==> src/psi_pat_pmt_section_parser_top_macros.svh <==
// Assertion macros for the PSI section parser.
// Included by the top level; clock and reset are clk_i and rst_ni there.
`ifndef PSI_PAT_PMT_SECTION_PARSER_TOP_MACROS_SVH
`define PSI_PAT_PMT_SECTION_PARSER_TOP_MACROS_SVH
`ifndef SYNTH
`define PPSP_ASSERT(lbl, prop) \
  lbl: assert property (@(posedge clk_i) disable iff (!rst_ni) prop) \
    else $error("%m: check failed");
`define PPSP_ASSERT_ALWAYS(lbl, prop) \
  lbl: assert property (@(posedge clk_i) prop) \
    else $error("%m: check failed");
`else
`define PPSP_ASSERT(lbl, prop)
`define PPSP_ASSERT_ALWAYS(lbl, prop)
`endif
`endif

==> src/ppsp_pkg.sv <==
// Types and constants shared by the PSI section parser modules.
// No dependencies.
`timescale 1ns / 1ps
package ppsp_pkg;

  localparam logic [7:0] ST_VIDEO_MPEG2 = 8'h02;
  localparam logic [7:0] ST_AUDIO_MPEG1 = 8'h03;
  localparam logic [7:0] ST_AUDIO_MPEG2 = 8'h04;
  localparam logic [7:0] TAG_LANGUAGE   = 8'h0a;
  localparam logic [7:0] TAG_CAROUSEL   = 8'h13;
  localparam logic [7:0] TAG_STREAM_ID  = 8'h52;
  localparam logic [7:0] COUNT_MAX      = 8'hff;

  typedef enum logic [1:0] {
    REG_SERVICE_NUMBER  = 2'd0,
    REG_CAROUSEL_FILTER = 2'd1,
    REG_CAROUSEL_ANY    = 2'd2
  } reg_index_e;

  typedef enum logic [2:0] {
    EV_PMT_PID     = 3'd0,
    EV_VIDEO       = 3'd1,
    EV_AUDIO       = 3'd2,
    EV_CAROUSEL    = 3'd3,
    EV_COMPONENT   = 3'd4,
    EV_PAT_MISS    = 3'd5,
    EV_PMT_END     = 3'd6
  } event_kind_e;

  typedef struct packed {
    logic [7:0] data_byte;
    logic       section_start;
    logic       table_kind;
  } in_item_t;

  typedef struct packed {
    event_kind_e event_kind;
    logic [12:0] stream_pid;
    logic [7:0]  stream_kind;
    logic [31:0] event_value;
    logic        error_flag;
  } out_item_t;

  typedef struct packed {
    logic [15:0] service_number;
    logic [31:0] carousel_filter;
    logic        carousel_match_any;
  } cfg_t;

  typedef struct packed {
    logic      valid;
    out_item_t item;
  } event_t;

endpackage

==> src/ppsp_parser.sv <==
// Section byte parser: parse state and the per-byte event decision.
// Depends on ppsp_pkg.
`timescale 1ns / 1ps
module ppsp_parser
  import ppsp_pkg::*;
(
  input  logic     clk_i,
  input  logic     rst_ni,
  input  logic     accept_i,
  input  in_item_t item_i,
  input  cfg_t     cfg_i,
  output event_t   ev_o
);

  typedef enum logic [3:0] {
    PH_IDLE, PH_PAT_HDR, PH_PAT_ENTRY, PH_PMT_HDR, PH_PMT_INFO,
    PH_ES_TYPE, PH_ES_PIDH, PH_ES_PIDL, PH_ES_LENH, PH_ES_LENL,
    PH_D_TAG, PH_D_LEN, PH_D_BODY, PH_DONE
  } phase_e;

  phase_e      phase_q, phase_d;
  logic [12:0] pos_q, pos_d;
  logic [12:0] size_q, size_d;
  logic [11:0] fc_q, fc_d;
  logic [11:0] lr_q, lr_d;
  logic [7:0]  skind_q, skind_d;
  logic [12:0] pid_q, pid_d;
  logic [7:0]  tag_q, tag_d;
  logic [31:0] aw_q, aw_d;
  logic        found_q, found_d;
  logic [7:0]  ccount_q, ccount_d;
  logic [2:0]  pidx_q, pidx_d;

  logic [7:0]  b;
  logic [31:0] aw_shift;
  logic [11:0] lr_dec;
  logic [11:0] dlen;
  logic [11:0] fc_dec;
  logic [12:0] pid_full;
  logic [13:0] pos_ext;
  logic        in_body;
  logic        at_end;

  assign b        = item_i.data_byte;
  assign aw_shift = {aw_q[23:0], b};
  assign lr_dec   = lr_q - 12'd1;
  assign dlen     = ({4'd0, b} < lr_dec) ? {4'd0, b} : lr_dec;
  assign fc_dec   = fc_q - 12'd1;
  assign pid_full = pid_q | {5'd0, b};
  assign pos_ext  = {1'b0, pos_q};
  assign in_body  = (pos_ext + 14'd4) < {1'b0, size_q};
  assign at_end   = (pos_q >= 13'd2) && ((pos_ext + 14'd1) == {1'b0, size_d});

  always_comb begin
    phase_d  = phase_q;
    pos_d    = pos_q;
    size_d   = size_q;
    fc_d     = fc_q;
    lr_d     = lr_q;
    skind_d  = skind_q;
    pid_d    = pid_q;
    tag_d    = tag_q;
    aw_d     = aw_q;
    found_d  = found_q;
    ccount_d = ccount_q;
    pidx_d   = pidx_q;
    ev_o     = '0;
    if (accept_i) begin
      if (item_i.section_start) begin
        pos_d    = 13'd1;
        size_d   = '0;
        fc_d     = '0;
        lr_d     = '0;
        skind_d  = '0;
        pid_d    = '0;
        tag_d    = '0;
        aw_d     = '0;
        found_d  = 1'b0;
        ccount_d = '0;
        pidx_d   = '0;
        phase_d  = item_i.table_kind ? PH_PMT_HDR : PH_PAT_HDR;
      end else if (phase_q != PH_IDLE && phase_q != PH_DONE) begin
        pos_d = pos_q + 13'd1;
        if (pos_q == 13'd1) begin
          size_d = {1'b0, b[3:0], 8'h00};
        end else if (pos_q == 13'd2) begin
          size_d = size_q + {5'd0, b} + 13'd3;
        end else if (phase_q == PH_PAT_HDR) begin
          if (pos_q == 13'd7) begin
            phase_d = PH_PAT_ENTRY;
            fc_d    = '0;
            aw_d    = '0;
          end
        end else if (phase_q == PH_PMT_HDR) begin
          if (pos_q == 13'd10) begin
            lr_d = {b[3:0], 8'h00};
          end else if (pos_q == 13'd11) begin
            lr_d    = lr_q | {4'd0, b};
            phase_d = ((lr_q | {4'd0, b}) != '0) ? PH_PMT_INFO : PH_ES_TYPE;
          end
        end else if (in_body) begin
          case (phase_q)
            PH_PAT_ENTRY: begin
              aw_d = aw_shift;
              if (fc_q[1:0] == 2'd3 && !found_q &&
                  aw_shift[31:16] == cfg_i.service_number) begin
                found_d                = 1'b1;
                ev_o.valid             = 1'b1;
                ev_o.item.event_kind   = EV_PMT_PID;
                ev_o.item.stream_pid   = aw_shift[12:0];
              end
              fc_d = {10'd0, fc_q[1:0] + 2'd1};
            end
            PH_PMT_INFO: begin
              lr_d = lr_dec;
              if (lr_dec == '0) begin
                phase_d = PH_ES_TYPE;
              end
            end
            PH_ES_TYPE: begin
              skind_d = b;
              phase_d = PH_ES_PIDH;
            end
            PH_ES_PIDH: begin
              pid_d   = {b[4:0], 8'h00};
              phase_d = PH_ES_PIDL;
            end
            PH_ES_PIDL: begin
              pid_d = pid_full;
              if (skind_q == ST_VIDEO_MPEG2) begin
                ev_o.valid            = 1'b1;
                ev_o.item.event_kind  = EV_VIDEO;
                ev_o.item.stream_pid  = pid_full;
                ev_o.item.stream_kind = skind_q;
              end
              phase_d = PH_ES_LENH;
            end
            PH_ES_LENH: begin
              lr_d    = {b[3:0], 8'h00};
              phase_d = PH_ES_LENL;
            end
            PH_ES_LENL: begin
              lr_d    = lr_q | {4'd0, b};
              phase_d = ((lr_q | {4'd0, b}) != '0) ? PH_D_TAG : PH_ES_TYPE;
            end
            PH_D_TAG: begin
              tag_d   = b;
              lr_d    = lr_dec;
              phase_d = (lr_dec != '0) ? PH_D_LEN : PH_ES_TYPE;
            end
            PH_D_LEN: begin
              lr_d   = lr_dec - dlen;
              fc_d   = dlen;
              pidx_d = '0;
              aw_d   = '0;
              if (dlen == '0) begin
                phase_d = ((lr_dec - dlen) != '0) ? PH_D_TAG : PH_ES_TYPE;
              end else begin
                phase_d = PH_D_BODY;
              end
            end
            PH_D_BODY: begin
              aw_d = aw_shift;
              if (pidx_q == 3'd0 && tag_q == TAG_STREAM_ID) begin
                ev_o.valid             = 1'b1;
                ev_o.item.event_kind   = EV_COMPONENT;
                ev_o.item.stream_pid   = pid_q;
                ev_o.item.stream_kind  = skind_q;
                ev_o.item.event_value  = {24'd0, b};
              end else if (pidx_q == 3'd3 && tag_q == TAG_CAROUSEL) begin
                if (cfg_i.carousel_match_any || aw_shift == cfg_i.carousel_filter) begin
                  if (ccount_q != COUNT_MAX) begin
                    ccount_d = ccount_q + 8'd1;
                  end
                  ev_o.valid            = 1'b1;
                  ev_o.item.event_kind  = EV_CAROUSEL;
                  ev_o.item.stream_pid  = pid_q;
                  ev_o.item.stream_kind = skind_q;
                  ev_o.item.event_value = aw_shift;
                end
              end else if (pidx_q == 3'd3 && tag_q == TAG_LANGUAGE &&
                           (skind_q == ST_AUDIO_MPEG1 || skind_q == ST_AUDIO_MPEG2) &&
                           b == 8'h00) begin
                ev_o.valid            = 1'b1;
                ev_o.item.event_kind  = EV_AUDIO;
                ev_o.item.stream_pid  = pid_q;
                ev_o.item.stream_kind = skind_q;
              end
              if (pidx_q < 3'd4) begin
                pidx_d = pidx_q + 3'd1;
              end
              fc_d = fc_dec;
              if (fc_dec == '0) begin
                phase_d = (lr_q != '0) ? PH_D_TAG : PH_ES_TYPE;
              end
            end
            default: begin
            end
          endcase
        end
        if (at_end) begin
          ev_o = '0;
          if (phase_d == PH_PAT_HDR || phase_d == PH_PAT_ENTRY) begin
            ev_o.valid           = !found_d;
            ev_o.item.event_kind = EV_PAT_MISS;
          end else begin
            ev_o.valid            = 1'b1;
            ev_o.item.event_kind  = EV_PMT_END;
            ev_o.item.event_value = {24'd0, ccount_d};
            ev_o.item.error_flag  = (ccount_d == '0);
          end
          phase_d = PH_DONE;
        end
      end
    end
  end

  always_ff @(posedge clk_i or negedge rst_ni) begin
    if (!rst_ni) begin
      phase_q  <= PH_IDLE;
      pos_q    <= '0;
      size_q   <= '0;
      fc_q     <= '0;
      lr_q     <= '0;
      skind_q  <= '0;
      pid_q    <= '0;
      tag_q    <= '0;
      aw_q     <= '0;
      found_q  <= 1'b0;
      ccount_q <= '0;
      pidx_q   <= '0;
    end else begin
      phase_q  <= phase_d;
      pos_q    <= pos_d;
      size_q   <= size_d;
      fc_q     <= fc_d;
      lr_q     <= lr_d;
      skind_q  <= skind_d;
      pid_q    <= pid_d;
      tag_q    <= tag_d;
      aw_q     <= aw_d;
      found_q  <= found_d;
      ccount_q <= ccount_d;
      pidx_q   <= pidx_d;
    end
  end

endmodule

==> src/psi_pat_pmt_section_parser_top.sv <==
// PAT/PMT section parser: takes one section byte per cycle unless stalled
// and reports at most one event per byte, decided combinationally and
// loaded into the output register at the edge that accepts the byte.
// Input stall rises only while the output register holds an event that
// the downstream side stalls. The user must write the APB registers at
// byte addresses 0, 4 and 8 only while the block is idle; it is not enforced.
// Depends on ppsp_pkg, ppsp_parser and the assertion macro header.
`timescale 1ns / 1ps
`include "psi_pat_pmt_section_parser_top_macros.svh"
module psi_pat_pmt_section_parser_top
  import ppsp_pkg::*;
(
  input  logic        clk_i,
  input  logic        rst_ni,
  input  logic        psel,
  input  logic        penable,
  input  logic        pwrite,
  input  logic [3:0]  paddr,
  input  logic [31:0] pwdata,
  output logic [31:0] prdata,
  output logic        pready,
  input  logic        in_valid_i,
  output logic        in_stall_o,
  input  in_item_t    in_data_i,
  output logic        out_valid_o,
  input  logic        out_stall_i,
  output out_item_t   out_data_o
);

  cfg_t       cfg_q;
  reg_index_e reg_idx;
  logic       cfg_wr;
  logic       in_accept;
  event_t     ev;
  logic       out_valid_q;
  out_item_t  out_data_q;
  logic       out_err;
  logic       out_pmt_none;

  assign pready  = 1'b1;
  assign reg_idx = reg_index_e'(paddr[3:2]);
  assign cfg_wr  = psel && penable && pwrite && pready;

  always_comb begin
    case (reg_idx)
      REG_SERVICE_NUMBER:  prdata = {16'd0, cfg_q.service_number};
      REG_CAROUSEL_FILTER: prdata = cfg_q.carousel_filter;
      REG_CAROUSEL_ANY:    prdata = {31'd0, cfg_q.carousel_match_any};
      default:             prdata = '0;
    endcase
  end

  always_ff @(posedge clk_i or negedge rst_ni) begin
    if (!rst_ni) begin
      cfg_q.service_number     <= '0;
      cfg_q.carousel_filter    <= '0;
      cfg_q.carousel_match_any <= 1'b1;
    end else if (cfg_wr) begin
      case (reg_idx)
        REG_SERVICE_NUMBER:  cfg_q.service_number     <= pwdata[15:0];
        REG_CAROUSEL_FILTER: cfg_q.carousel_filter    <= pwdata;
        REG_CAROUSEL_ANY:    cfg_q.carousel_match_any <= pwdata[0];
        default: begin
        end
      endcase
    end
  end

  assign in_stall_o = out_valid_q && out_stall_i;
  assign in_accept  = in_valid_i && !in_stall_o;

  ppsp_parser u_parser (
    .clk_i    (clk_i),
    .rst_ni   (rst_ni),
    .accept_i (in_accept),
    .item_i   (in_data_i),
    .cfg_i    (cfg_q),
    .ev_o     (ev)
  );

  always_ff @(posedge clk_i or negedge rst_ni) begin
    if (!rst_ni) begin
      out_valid_q <= 1'b0;
    end else if (ev.valid) begin
      out_valid_q <= 1'b1;
    end else if (!out_stall_i) begin
      out_valid_q <= 1'b0;
    end
  end

  always_ff @(posedge clk_i) begin
    if (ev.valid) begin
      out_data_q <= ev.item;
    end
  end

  assign out_valid_o = out_valid_q;
  assign out_data_o  = out_data_q;

  assign out_err      = out_valid_o && out_data_o.error_flag;
  assign out_pmt_none = (out_data_o.event_kind == EV_PMT_END) &&
                        (out_data_o.event_value == 32'd0);

  `PPSP_ASSERT_ALWAYS(a_stall_needs_result, in_stall_o |-> out_valid_o)
  `PPSP_ASSERT(a_event_only_on_accept, ev.valid |-> in_accept)
  `PPSP_ASSERT(a_error_only_at_pmt_end, out_err |-> out_pmt_none)
  `PPSP_ASSERT(a_event_loads_output, ev.valid |=> (out_valid_o && out_data_o == $past(ev.item)))

endmodule
==> config.mk <==
export PLATFORM = sky130hd
export DESIGN_NAME = psi_pat_pmt_section_parser_top
export DESIGN_NICKNAME = d
export VERILOG_FILES = /design/src/ppsp_pkg.sv /design/src/ppsp_parser.sv /design/src/psi_pat_pmt_section_parser_top.sv
export VERILOG_INCLUDE_DIRS = /design/src /design/src/src
export SDC_FILE = /design/constraint.sdc
export NUM_CORES = 1
export LEC_CHECK = 0
export BUFFER_PORTS_ARGS = -buffer_cell sky130_fd_sc_hd__buf_2
export CAP_MARGIN = 20
export CORE_UTILIZATION = 25
export CTS_BUF_LIST = sky130_fd_sc_hd__clkbuf_4
export DETAILED_ROUTE_END_ITERATION = 12
export GPL_TIMING_DRIVEN = 0
export PLACE_DENSITY = 0.5
export RECOVER_POWER = 50
export SYNTH_ARGS = -nofsm -noshare
export SYNTH_HDL_FRONTEND = slang
export SYNTH_HIERARCHICAL = 1
export SYNTH_SLANG_ARGS = --single-unit
==> constraint.sdc <==
create_clock -name clk_i -period 21.2 [get_ports clk_i]
set_input_delay 1.06 -clock clk_i [delete_from_list [all_inputs] [get_ports clk_i]]
set_output_delay 1.06 -clock clk_i [all_outputs]
set_load 0.05 [all_outputs]
# Word level (Yosys, flattened, before mapping)
# Index checks and enable logic that the tools add are counted.
# classes
n_eq_ne,43
addsub,11
bitwise,6
muxes,144
order_cmp,4
reduce_logical,58
# ops
operator,n
$mux W57,7
$mux W8,31
$mux W58,4
$mux W12,18
$mux W24,8
$mux W13,14
$pmux W32 S3,1
$mux W4,22
$mux W25,3
$mux W32,2
$pmux W17 S3,1
$pmux W12 S4,1
$pmux W24 S2,1
$reduce_and A8 Y1,6
$reduce_bool A12 Y1,4
$logic_not A12 Y1,3
$pmux W12 S3,1
$pmux W4 S9,1
$eq A32 B32 Y1,1
$eq A13 B4 Y1 const B,2
$pmux W13 S2,1
$mux W3,8
$sub A12 B1 Y12 const B,2
$eq A4 B4 Y1 const B,5
61 further kinds,119
# word_totals
ff_bits,226
input_bits,53
elab_cells,287
output_inout_bits,92

# Logic depth before layout (Yosys ltp)
# Gate-level depths: netlist (run 1).
# logic_depth
word_depth,24
ltp_mapped,30
depth_no_buf,28

# Modules after synthesis
# Netlist (run 1), hierarchy kept.
# modules_own_cells
module,area_each_um2,seq_area_each_um2,cells_each,instances
ppsp_parser,10720.3,2977.9,1376,1
psi_pat_pmt_section_parser_top,4016.4,2964.1,224,1

# Worst setup path before layout (run 1)
# No wires, ideal clock.
# synth_timing
path_type,input to register
start,input in_data_i[8] (netlist name)
end,"register out_valid_q, in the netlist out_valid_o"
setup_time_ns,0.090
slack_ns,10.832
path_buffers,2
required_ns,21.110
arrival_time_ns,10.278
path_stages,24
cell_sequence,clkbuf_1 -> inv_1 -> a211oi_1 -> o21ai_0 -> nand2_1 -> o21a_1 -> clkbuf_1 -> nand2_1 -> o21ai_0 -> ha_1 -> inv_1 -> fa_1 -> a211oi_1 -> o21a_1 -> a31o_2 -> o21ai_4 -> xnor2_1 -> o31a_1 -> or4_4 -> nor4_4 -> a211oi_2 -> nor3_1 -> a221oi_1 -> or2_2
# synth_lines
item,line_no,source
"start, declared",psi_pat_pmt_section_parser_top.sv:24,"input in_item_t in_data_i,"
"end signal, assigned",psi_pat_pmt_section_parser_top.sv:83,out_valid_q <= 1'b0;
"end signal, assigned",psi_pat_pmt_section_parser_top.sv:85,out_valid_q <= 1'b1;
"end signal, assigned",psi_pat_pmt_section_parser_top.sv:87,out_valid_q <= 1'b0;
"end, declared",psi_pat_pmt_section_parser_top.sv:35,logic out_valid_q;

==> results.yml, run 1 <==
synth:
  yosys_warnings: 6
  synth_top_cell_area_share: 0.285
  syn-num-nets: 1708
  synth-seq-cells: 226
  synth_top_area_cell: "dfrtp_1"
  synth.avg_cell_area_um2: 9.21
  synth_seq_area_share: 0.403
  synthCells: 1600
  synth_edf_count: 57
  synth_flop_cell: "dfrtp_1"
  syn_area_um2: 14700
  synth_area_leaders: "dfrtp_1 29%, edfxtp_1 12%, mux2_2 4.7%, ha_1 4.5%, xnor2_1 4.2%"
  synth-async-reset-ratio: 0.748
  synth.distinct_cells: 93
worst_setup_path:
  crit_path_end_kind: "flop"
  r2r-start: "u_parser/lr_q[0]$_DFFE_PN0P_"
  slowest_stage: "a221oi_4"
  r2r_slack_ns: 12.48
  startpoint_type: "flop"
  arrival_ns: 9.22
  critPathMaxStageDelay_ns: 0.84
  crit_fanout: 20
  cp.required_ns: 21.70
  r2r-end: "out_data_o[27]$_DFFE_PP_"
  setup.worst_path.class: "reg2reg"
  reg2reg_depth: 30
power:
  switching_share: 0.466
  seqPwrFrac: 0.271
  max-vdd-ir-drop_v: 0.0000735
  p_leak_nw: 7.11
  power.switching_mw: 0.999
  power_frac_clock: 0.212
  cellInternalPower_mw: 1.14
  power.density_nw_per_um2: 124
  power_frac_comb: 0.518
  total_power_mw: 2.14
run_status:
  status: "finished, violations left"
  violations: "capacitance limit, slew limit"
cts:
  cts_root_buffer: "clkbuf_4"
  cts_setup_buffers: 0
  cts_resized: 0
  cts.path.max_buffers: 3
  h-tree-depth: 3
  cts_tree: "built"
  clk_pin_slew_worst_paths_ns: 0.06
  cts.sink_count: 226
  cts_hold_buffers: 0
  cts_made_buffers: 69
  clock_latency_ns: 0.81
drt:
  drtAntennaViolNets: 0
  drt_iter0_drc: 1240
  via_per_inst: 5.06
  wl_per_cell_um: 19.7
  drc: 0
  wl_um: 52100
  num_vias: 13400
  first_pass_iters: 6
hold_path:
  min_from: "pwdata[29]"
  hold_class: "in2reg"
  holdPathStages: 2
  worstHoldEndpoint: "cfg_q[30]$_DFFE_PN0P_"
finish:
  stdcell_area_um2: 17300
  drive_gt1_frac: 0.164
  fin_nets: 1928
  area_growth_pct: 17.6
grt:
  grt.total_usage: 0.174
  grt_first_pass_wirelength_um: 79400
  grt.overflow.total: 0
  grt_pass1_vias: 13100
  antenna_found_initial: 3
  grt_max_degree: 96
floorplanning:
  die_y_um: 245
  ioPinCount: 145
  dieWidth_um: 245
  die-area_um2: 59900
  coreArea_um2: 57900
  rows: 88
  initial_core_util: 0.254
timing:
  tightest_slew_ns: 5.16
  finalSetupTns_ns: 0
  period_needed_ns: 8.72
  relSlewSlack: -2.44
  rsz0062_at_grt: "no"
  fin_skew_ns: 0.0652
  final-setup-viol-count: 0
  finalMaxSlewViolations: 172
  finalCritPeriodShare: 0.411
  fmax_ghz: 0.115
  hold_viol_final: 0
placement:
  dpl.hpwl_um: 39200
  port_buffers: 141
  placed_area_um2: 16600
  globalplace.congestion: 0.915
job:
  max_cap_violations: 2
==> per-stage QoR <==
| step | setup WS, ns | util | instances | hold slack, ns |
|---|---|---|---|---|
| 4_1_cts | 12.48 | 0.302 | 2636 | 0.213 |
| 5_1_grt | 11.21 | 0.299 | 2643 | 0.439 |
| 6_report | 12.48 | 0.299 | 2643 | 0.479 |
| 2_1_floorplan | 10.83 | - | 1600 | 0.459 |
| 3_3_place_gp | 6.12 | 0.283 | 2506 | 0.478 |
| 3_5_place_dp | 12.50 | 0.286 | 2513 | 0.483 |
==> layout by cell type (no fill, tap or decap), types with 7 or more instances in the layout <==
master | synthesis | final
nor2b_1 | 12 | 12
nor2_1 | 142 | 142
a21o_1 | 8 | 8
xnor2_1 | 71 | 71
a31oi_1 | 13 | 13
nand3_1 | 42 | 43
clkbuf_4 | 0 | 103
inv_1 | 63 | 63
or3_1 | 12 | 12
o21ai_1 | 11 | 11
mux2_2 | 62 | 62
nand2_1 | 154 | 154
nand4_1 | 24 | 24
or4_1 | 9 | 9
nor3_1 | 28 | 29
ha_1 | 53 | 53
mux2i_1 | 19 | 19
nand2b_1 | 13 | 13
xor2_1 | 37 | 37
and2_1 | 60 | 60
a22oi_1 | 26 | 26
o22ai_1 | 11 | 11
o21ai_0 | 124 | 124
or2_2 | 8 | 8
o31ai_1 | 8 | 8
and3_1 | 15 | 15
dfrtp_1 | 168 | 168
nor4_1 | 21 | 19
clkinv_1 | 2 | 14
clkbuf_1 | 70 | 130
o41ai_1 | 7 | 7
nor3b_1 | 7 | 8
o21a_1 | 13 | 13
edfxtp_1 | 57 | 57
a211oi_1 | 12 | 12
a21oi_1 | 72 | 72
o211ai_1 | 12 | 12
buf_2 | 4 | 91
==> registers in the layout (all words and copies together) (netlist names) <==
register / cells
out_data_o: 57
cfg_q: 49
u_parser/aw_q: 24
u_parser/pid_q: 13
u_parser/pos_q: 13
u_parser/size_q: 13
u_parser/fc_q: 12
u_parser/lr_q: 12
u_parser/ccount_q: 8
u_parser/skind_q: 8
u_parser/tag_q: 8
u_parser/phase_q: 4
u_parser/pidx_q: 3
out_valid_o: 1
u_parser/found_q: 1
==> power groups by stage <==
stage / combinational, mW / clock (mW) / sequential [mW]
finish: 1.11 / 0.454 / 0.580
floorplan: 0.789 / 0 / 0.579
global route: 1.21 / 0.495 / 0.588
CTS: 1.10 / 0.472 / 0.579
detailed placement: 1.09 / 0 / 0.588
global placement: 1.08 / 0 / 0.587
==> layer usage <==
metal,vias to the layer above,track usage,part of all wire
li1,6300,-,-
met1,6531,0.227,0.45
met3,86,0.0288,0.055
met5,-,0,0.00031
met2,449,0.284,0.47
met4,2,0.0695,0.030
==> how the worst max path moves through the flow <==
stage / start / to / slack [ns] / cells past startpoint
after detailed placement: u_parser/lr_q[0]$_DFFE_PN0P_ / out_data_o[30]$_DFFE_PP_ / 12.50 / 30
after floorplan: in_data_i[8] / out_valid_o$_DFFE_PN0P_ / 10.83 / 24
after CTS: u_parser/lr_q[0]$_DFFE_PN0P_ / out_data_o[27]$_DFFE_PP_ / 12.48 / 30
after global placement: in_data_i[8] / out_valid_o$_DFFE_PN0P_ / 6.12 / 25
after global routing: rst_ni / u_parser/tag_q[1]$_DFFE_PN0P_ / 11.21 / 2
final: u_parser/lr_q[0]$_DFFE_PN0P_ / out_data_o[27]$_DFFE_PP_ / 12.48 / 30
==> synthesized netlist by cell type (5+ instances only) <==
cell type and instances:
a41oi_1 5, nand3b_1 6, dfrtp_1 168, o21ai_1 11, nand3_1 42, o21a_1 13, a2111oi_0 6, o41ai_1 7
o22ai_1 11, and3_1 15, nor2_1 142, a211oi_1 12, nor4_1 21, o211ai_1 12, nor3b_1 7, or4_1 9
mux2_2 62, nor2b_1 12, nor3_1 28, buf_6 5, xor2_1 37, a31oi_1 13, inv_1 63, or2_2 8
a21oi_1 72, or3_1 12, edfxtp_1 57, o31ai_1 8, mux2i_1 19, o21ai_0 124, nand4b_1 6, nand2b_1 13
a21o_1 8, nand2_1 154, clkbuf_1 70, and2_1 60, nand4_1 24, ha_1 53, xnor2_1 71, a22o_1 6
a22oi_1 26
==> logic make-up (layout without fill, tap and decap cells) <==
family          Yosys count  after routing  share of synthesized area
simple gates            577            577                      0.198
buf+inv                 152            424                     0.0426
compound gates          391            391                      0.174
other cells               1              7                   0.000254
xor+xnor                112            112                     0.0703
flops                   226            226                      0.403
fa+ha+maj                56             56                     0.0484
mux                      85             85                     0.0633
==> area by class of cell <==
class / instances / area (um^2)
repair buffers: 149 / 744
flip-flops and latches: 226 / 5940
inverters: 65 / 244
fillers: 6278 / 40600
clock inverters: 20 / 139
well taps: 765 / 957
plain buffers: 87 / 350
clock buffers: 103 / 773
multi-input cells: 1222 / 8170
diodes: 6 / 15.0
==> worst max-delay path: cells and delay by family, from the launching register on <==
family                     cells  cell delay (ns)
and+or+nand+nor                5             0.77
adders and majority gates      3             0.82
buffers and inverters          8             1.94
xor gates and xnor gates       2             0.60
AOI/OAI and AO/OA             12             3.82
DFF                            1             0.49
(Power assumes the default switching activity.)
==> run 2: changes to the inputs <==
- clock period: 21.2 -> 8.18 ns (I/O delays scaled with it)
==> run 2 against run 1 <==
Net effect:
- critical endpoint is now out_data_o[15]$_DFFE_PP_
- the flow still finishes with violations (capacitance limit, slew limit)
- register-to-register slack lost 12 ns
- final cell count grew 1.1%
- flip-flop and latch count is the same
==> results.yml, run 2 (synthesis gave the netlist of run 1 again) <==
run_status:
  status: "finished, violations left"
  violations: "capacitance limit, slew limit"
finish:
  area_growth_pct: 20.0
  final_cell_mix: "168 x dfrtp_1, 154 x nand2_1, 142 x nor2_1"
  mostFrequentLayoutCell: "dfrtp_1"
  fin_nets: 1963
  drive_gt1_frac: 0.165
  largest_reg_flops: 57
drt:
  drtAntennaViolNets: 0
  via_per_inst: 5.10
  first_pass_iters: 7
  num_vias: 13600
  drt_iter0_drc: 1122
  wl_per_cell_um: 19.6
  drc: 0
  wl_um: 52400
worst_setup_path:
  arrival_ns: 8.05
  crit_path_end_kind: "flop"
  r2r-start: "u_parser/lr_q[0]$_DFFE_PN0P_"
  crit_fanout: 20
  critPathMaxStageDelay_ns: 0.56
  slowest_stage: "or4_4"
  cp.required_ns: 8.65
  r2r-end: "out_data_o[15]$_DFFE_PP_"
  startpoint_type: "flop"
  r2r_slack_ns: 0.60
  crit_top_cell: "inv_1"
  setup.worst_path.class: "reg2reg"
  reg2reg_depth: 31
cts:
  cts.path.max_buffers: 3
  clk_pin_slew_worst_paths_ns: 0.06
  cts_made_buffers: 67
  cts.sink_count: 226
  clock_latency_ns: 0.76
  cts_root_buffer: "clkbuf_4"
  h-tree-depth: 3
  cts_tree: "built"
floorplanning:
  die_y_um: 245
  ioPinCount: 145
  coreArea_um2: 57900
  initial_core_util: 0.254
  dieWidth_um: 245
  rows: 88
  die-area_um2: 59900
timing:
  final-setup-viol-count: 0
  period_needed_ns: 7.58
  setup_slack_ns: 0.598
  fin_skew_ns: 0.0554
  tightest_slew_ns: 4.73
  finalMaxSlewViolations: 172
  hold_viol_final: 0
  finalSetupTns_ns: 0
  relSlewSlack: -2.15
  fmax_ghz: 0.132
  rsz0062_at_grt: "no"
  finalCritPeriodShare: 0.927
placement:
  port_buffers: 141
  dpl.hpwl_um: 39200
  dp_slack_ns: -0.438
  globalplace.congestion: 0.931
power:
  total_power_mw: 5.54
  p_leak_nw: 7.27
  max-vdd-ir-drop_v: 0.000211
  power.density_nw_per_um2: 313
grt:
  grt.total_usage: 0.174
  grt_max_degree: 90
  grt_pass1_vias: 13400
  grt.overflow.total: 0
  antenna_found_initial: 1
  grt_first_pass_wirelength_um: 80100
job:
  max_cap_violations: 2
hold_path:
  min_from: "paddr[3]"
  hold_class: "in2reg"
  worstHoldEndpoint: "cfg_q[1]$_DFFE_PN0P_"
  holdPathStages: 3
[run 2: timing repair]
| action | CTS | global route |
|---|---|---|
| cloned | 0 | 0 |
| setup buffers | 0 | 2 |
| hold buffers | 35 | 0 |
| pin swaps | 0 | 2 |
| endpoints found under the setup margin | 46 | 58 |
| endpoints found under the hold margin | 131 | 0 |
| gates resized for setup | 3 | 10 |
[run 2: routing by layer]
metal | GRT usage | wire, um
met4 | 0.0715 | 1650
met5 | 0 | 0
met1 | 0.233 | 23600
met2 | 0.279 | 24300
met3 | 0.0284 | 2860
[run 2: layout make-up]
cell class	count	area, um^2
Timing Repair Buffer	187	1130
Sequential cell	226	5940
Clock inverter	17	95.1
Antenna cell	1	2.50
Fill cell	6223	40200
Buffer	86	353
Clock buffer	102	766
Tap cell	765	957
Multi-Input combinational cell	1222	8200
Inverter	65	244
[run 2: worst max-delay path by stage]
stage	endpoint	start	slack, ns	cells past startpoint
after global placement	out_data_o[31]$_DFFE_PP_	in_data_i[8]	-1.61	24
after CTS	out_data_o[15]$_DFFE_PP_	u_parser/lr_q[0]$_DFFE_PN0P_	0.05	30
after global routing	out_data_o[15]$_DFFE_PP_	u_parser/lr_q[0]$_DFFE_PN0P_	0.008	31
final	out_data_o[15]$_DFFE_PP_	u_parser/lr_q[0]$_DFFE_PN0P_	0.60	31
after detailed placement	out_data_o[30]$_DFFE_PP_	u_parser/lr_q[0]$_DFFE_PN0P_	-0.44	31
after floorplan	out_data_o[0]$_DFFE_PP_	u_parser/lr_q[0]$_DFFE_PN0P_	0.73	27
[run 2: power by group]
group          switching (mW)  internal (mW)  total [mW]
logic                    1.90           1.04        2.93
registers               0.183           1.32        1.50
clock network           0.510          0.598        1.11
[run 2: critical path, delay by kind of cell (launching register included)]
| kind | cells | cell delay, ns |
|---|---|---|
| AO/OA/AOI/OAI | 12 | 2.34 |
| XOR/XNOR | 2 | 0.35 |
| adder cells (fa/ha/maj) | 3 | 1.12 |
| AND/OR/NAND/NOR | 5 | 1.39 |
| buffers and inverters | 9 | 1.63 |
| flip-flops | 1 | 0.49 |
[run 2: per-stage QoR]
stage	instance area [um^2]	hold WS, ns	std cells	util
finish	17700	0.150	2671	0.305
detailed placement	16600	0.460	2515	0.286
floorplan	14800	0.113	1600	-
global placement	16400	0.479	2506	0.283
CTS	17800	0.0225	2668	0.307
global route	17700	0.111	2671	0.305
==> run 3: changes to the inputs <==
- BUFFER_PORTS_ARGS: -buffer_cell sky130_fd_sc_hd__buf_2 -> not set
- CORE_UTILIZATION: 25 -> 39
- DONT_BUFFER_PORTS: not set -> 1
- PLACE_DENSITY: 0.5 -> 0.63
- SYNTH_HIERARCHICAL: 1 -> not set
==> run 3 against run 2 <==
Net effect:
- the run still ends with capacitance limit, slew limit left
- die area down 36%
- sequential power barely moved
- worst hold slack got worse by 0.062 ns
- critical endpoint is now out_data_o[9]$_SDFFCE_PP0P_
- largest power group unchanged
==> results.yml, run 3 <==
run_status:
  status: "finished, violations left"
  violations: "capacitance limit, slew limit"
floorplanning:
  ioPinCount: 145
  rows: 70
  die-area_um2: 38500
  dieWidth_um: 196
  initial_core_util: 0.399
  coreArea_um2: 36900
  die_y_um: 196
placement:
  dpl.hpwl_um: 34100
  globalplace.congestion: 0.965
  port_buffers: 0
  numPlacedInstances: 2102
synth:
  synth_seq_area_share: 0.404
  synth_top_cell_area_share: 0.286
  synth_edf_count: 57
  synth.most_common_cell: "dfrtp_1"
  synth.avg_cell_area_um2: 9.21
  synth_compound_area_frac: 0.167
  synthCells: 1596
  synth_mux_area_frac: 0.0649
  synth_common_cells: "168 x dfrtp_1, 167 x nand2_1, 153 x nor2_1, 106 x o21ai_0, 80 x xnor2_1"
  synth_top_family_by_area: "simple AND/OR/NAND/NOR gates"
  synth_area_leaders: "dfrtp_1 29%, edfxtp_1 12%, mux2_2 5.1%, xnor2_1 4.8%, ha_1 4.6%"
  syn_area_um2: 14700
  synth-seq-cells: 226
  synth-async-reset-ratio: 0.748
  synth_flop_cell: "dfrtp_1"
  synth.distinct_cells: 90
  synth-xor-area-share: 0.0707
  syn-num-nets: 1705
  synth-simple-area-share: 0.206
  synthAdderAreaFrac: 0.0512
  synth_top_area_cell: "dfrtp_1"
  yosys_warnings: 0
timing:
  tightest_slew_ns: 4.39
  rsz0062_at_grt: "no"
  hold_ws_ns: 0.0877
  relSlewSlack: -1.92
  period_needed_ns: 7.66
  finalCritPeriodShare: 0.937
  finalMaxSlewViolations: 170
  fmax_ghz: 0.130
  finalSetupTns_ns: 0
  hold_viol_final: 0
  final-setup-viol-count: 0
  fin_skew_ns: 0.0645
worst_setup_path:
  worstSetupStartpoint: "u_parser.lr_q[0]$_DFFE_PN0P_"
  arrival_ns: 8.13
  crit_path_end_kind: "flop"
  r2r-end: "out_data_o[9]$_SDFFCE_PP0P_"
  crit_fanout: 30
  startpoint_type: "flop"
  r2r-start: "u_parser.lr_q[0]$_DFFE_PN0P_"
  reg2reg_depth: 25
  setup.worst_path.class: "reg2reg"
  cp.required_ns: 8.65
  r2r_slack_ns: 0.52
  crit_path_end: "out_data_o[9]$_SDFFCE_PP0P_"
cts:
  cts_setup_buffers: 0
  clock_latency_ns: 0.83
  cts_root_buffer: "clkbuf_4"
  cts.sink_count: 226
  h-tree-depth: 2
  cts.path.max_buffers: 3
  clk_pin_slew_worst_paths_ns: 0.09
  cts_made_buffers: 60
  cts_tree: "built"
grt:
  grt_pass1_vias: 12800
  grt_first_pass_wirelength_um: 73500
  grt.overflow.total: 0
  grt_max_degree: 170
  antenna_found_initial: 2
  grt.total_usage: 0.246
finish:
  nFillCells: 3543
  drive_gt1_frac: 0.120
  regArea_um2: 5940
  area_growth_pct: 12.7
  final_cell_mix: "168 x dfrtp_1, 167 x nand2_1, 152 x nor2_1"
  largest_reg_flops: 57
  multi_input_area_um2: 8240
  fin_cells: 2254
  mostFrequentLayoutCell: "dfrtp_1"
  fin_nets: 1812
drt:
  drc: 0
  drtAntennaViolNets: 0
  drt_iter0_drc: 1319
  via_per_inst: 5.78
  wl_um: 47200
  first_pass_iters: 7
  num_vias: 13000
  wl_per_cell_um: 21.0
power:
  power.density_nw_per_um2: 267
  p_leak_nw: 6.67
  max-vdd-ir-drop_v: 0.0000868
hold_path:
  hold_class: "in2reg"
job:
  max_cap_violations: 1
==> run 3: worst min path at each step <==
stage | from | endpoint | cells past startpoint
final | out_stall_i | u_parser.phase_q[1]$_DFFE_PN0P_ | 4
after detailed placement | rst_ni | u_parser.ccount_q[2]$_DFFE_PN0P_ | 0
after CTS | out_stall_i | u_parser.phase_q[1]$_DFFE_PN0P_ | 4
after floorplan | rst_ni | cfg_q[10]$_DFFE_PN0P_ | 0
after global placement | rst_ni | u_parser.ccount_q[3]$_DFFE_PN0P_ | 0
after global routing | paddr[3] | cfg_q[0]$_DFFE_PN1P_ | 3
==> run 3: critical path: stages (launching register included) <==
cell and delay [ns]:
dfrtp_1 0.54, inv_1 0.21, ha_1 0.24, clkbuf_1 0.19, nor3b_1 0.20, xnor2_1 0.55, ha_1 0.37, a21o_1 0.20
a311o_1 0.33, nand4_4 0.15, a21o_1 0.14, buf_6 0.14, clkbuf_1 0.32, a21oi_1 0.22, fa_1 0.52, a21oi_1 0.20
inv_1 0.07, a31o_2 0.29, a21oi_1 0.15, nor2_1 0.05, a221o_1 0.37, nor4_4 0.44, a31o_2 0.33, nor4_2 0.11
nor2_4 0.69, buf_12 0.28
==> run 3: stage by stage <==
stage,instance area (um^2),total power [mW],setup WS [ns],util
2_1_floorplan,14700,2.87,0.273,-
3_3_place_gp,15300,3.33,-1.71,0.416
3_5_place_dp,15400,3.35,0.470,0.417
4_1_cts,16600,4.40,0.450,0.449
5_1_grt,16600,4.67,0.100,0.449
6_report,16600,4.42,0.516,0.449
==> run 3: cell families (layout without fill, tap and decap cells) <==
kind of cell	count (synthesis)	count (layout)
compound gates	371	371
xor+xnor	112	112
fa+ha+maj	59	59
buf+inv	136	288
flops	226	226
mux	87	87
other cells	1	3
simple gates	604	604
==> run 3: cell type report <==
| cell class | count | area share |
|---|---|---|
| inverter | 50 | 0.0113 |
| sequential | 226 | 0.359 |
| buffer | 86 | 0.0209 |
| timing repair buffer | 45 | 0.0276 |
| clock inverter | 21 | 0.00657 |
| clock buffer | 86 | 0.0390 |
| multi-input combinational | 1234 | 0.498 |
| antenna | 2 | 0.000302 |
| tap | 504 | 0.0381 |
==> run 3: power by group <==
group          internal, mW  switching [mW]
Combinational         0.687            1.23
Clock                 0.488           0.512
Sequential             1.32           0.186
==> run 3: what timing repair did <==
| item | in CTS | in global routing |
|---|---|---|
| hold buffers | 42 | 0 |
| hold endpoints to repair | 222 | 0 |
| endpoints found under the setup margin | 0 | 5 |
| resized for setup | 0 | 1 |
==> run 3: metal layers <==
layer,global-route usage,part of all wire,vias up
met2,0.379,0.45,570
met5,0,0,-
li1,-,-,6040
met1,0.337,0.44,6316
met3,0.0540,0.084,101
met4,0.0966,0.030,0
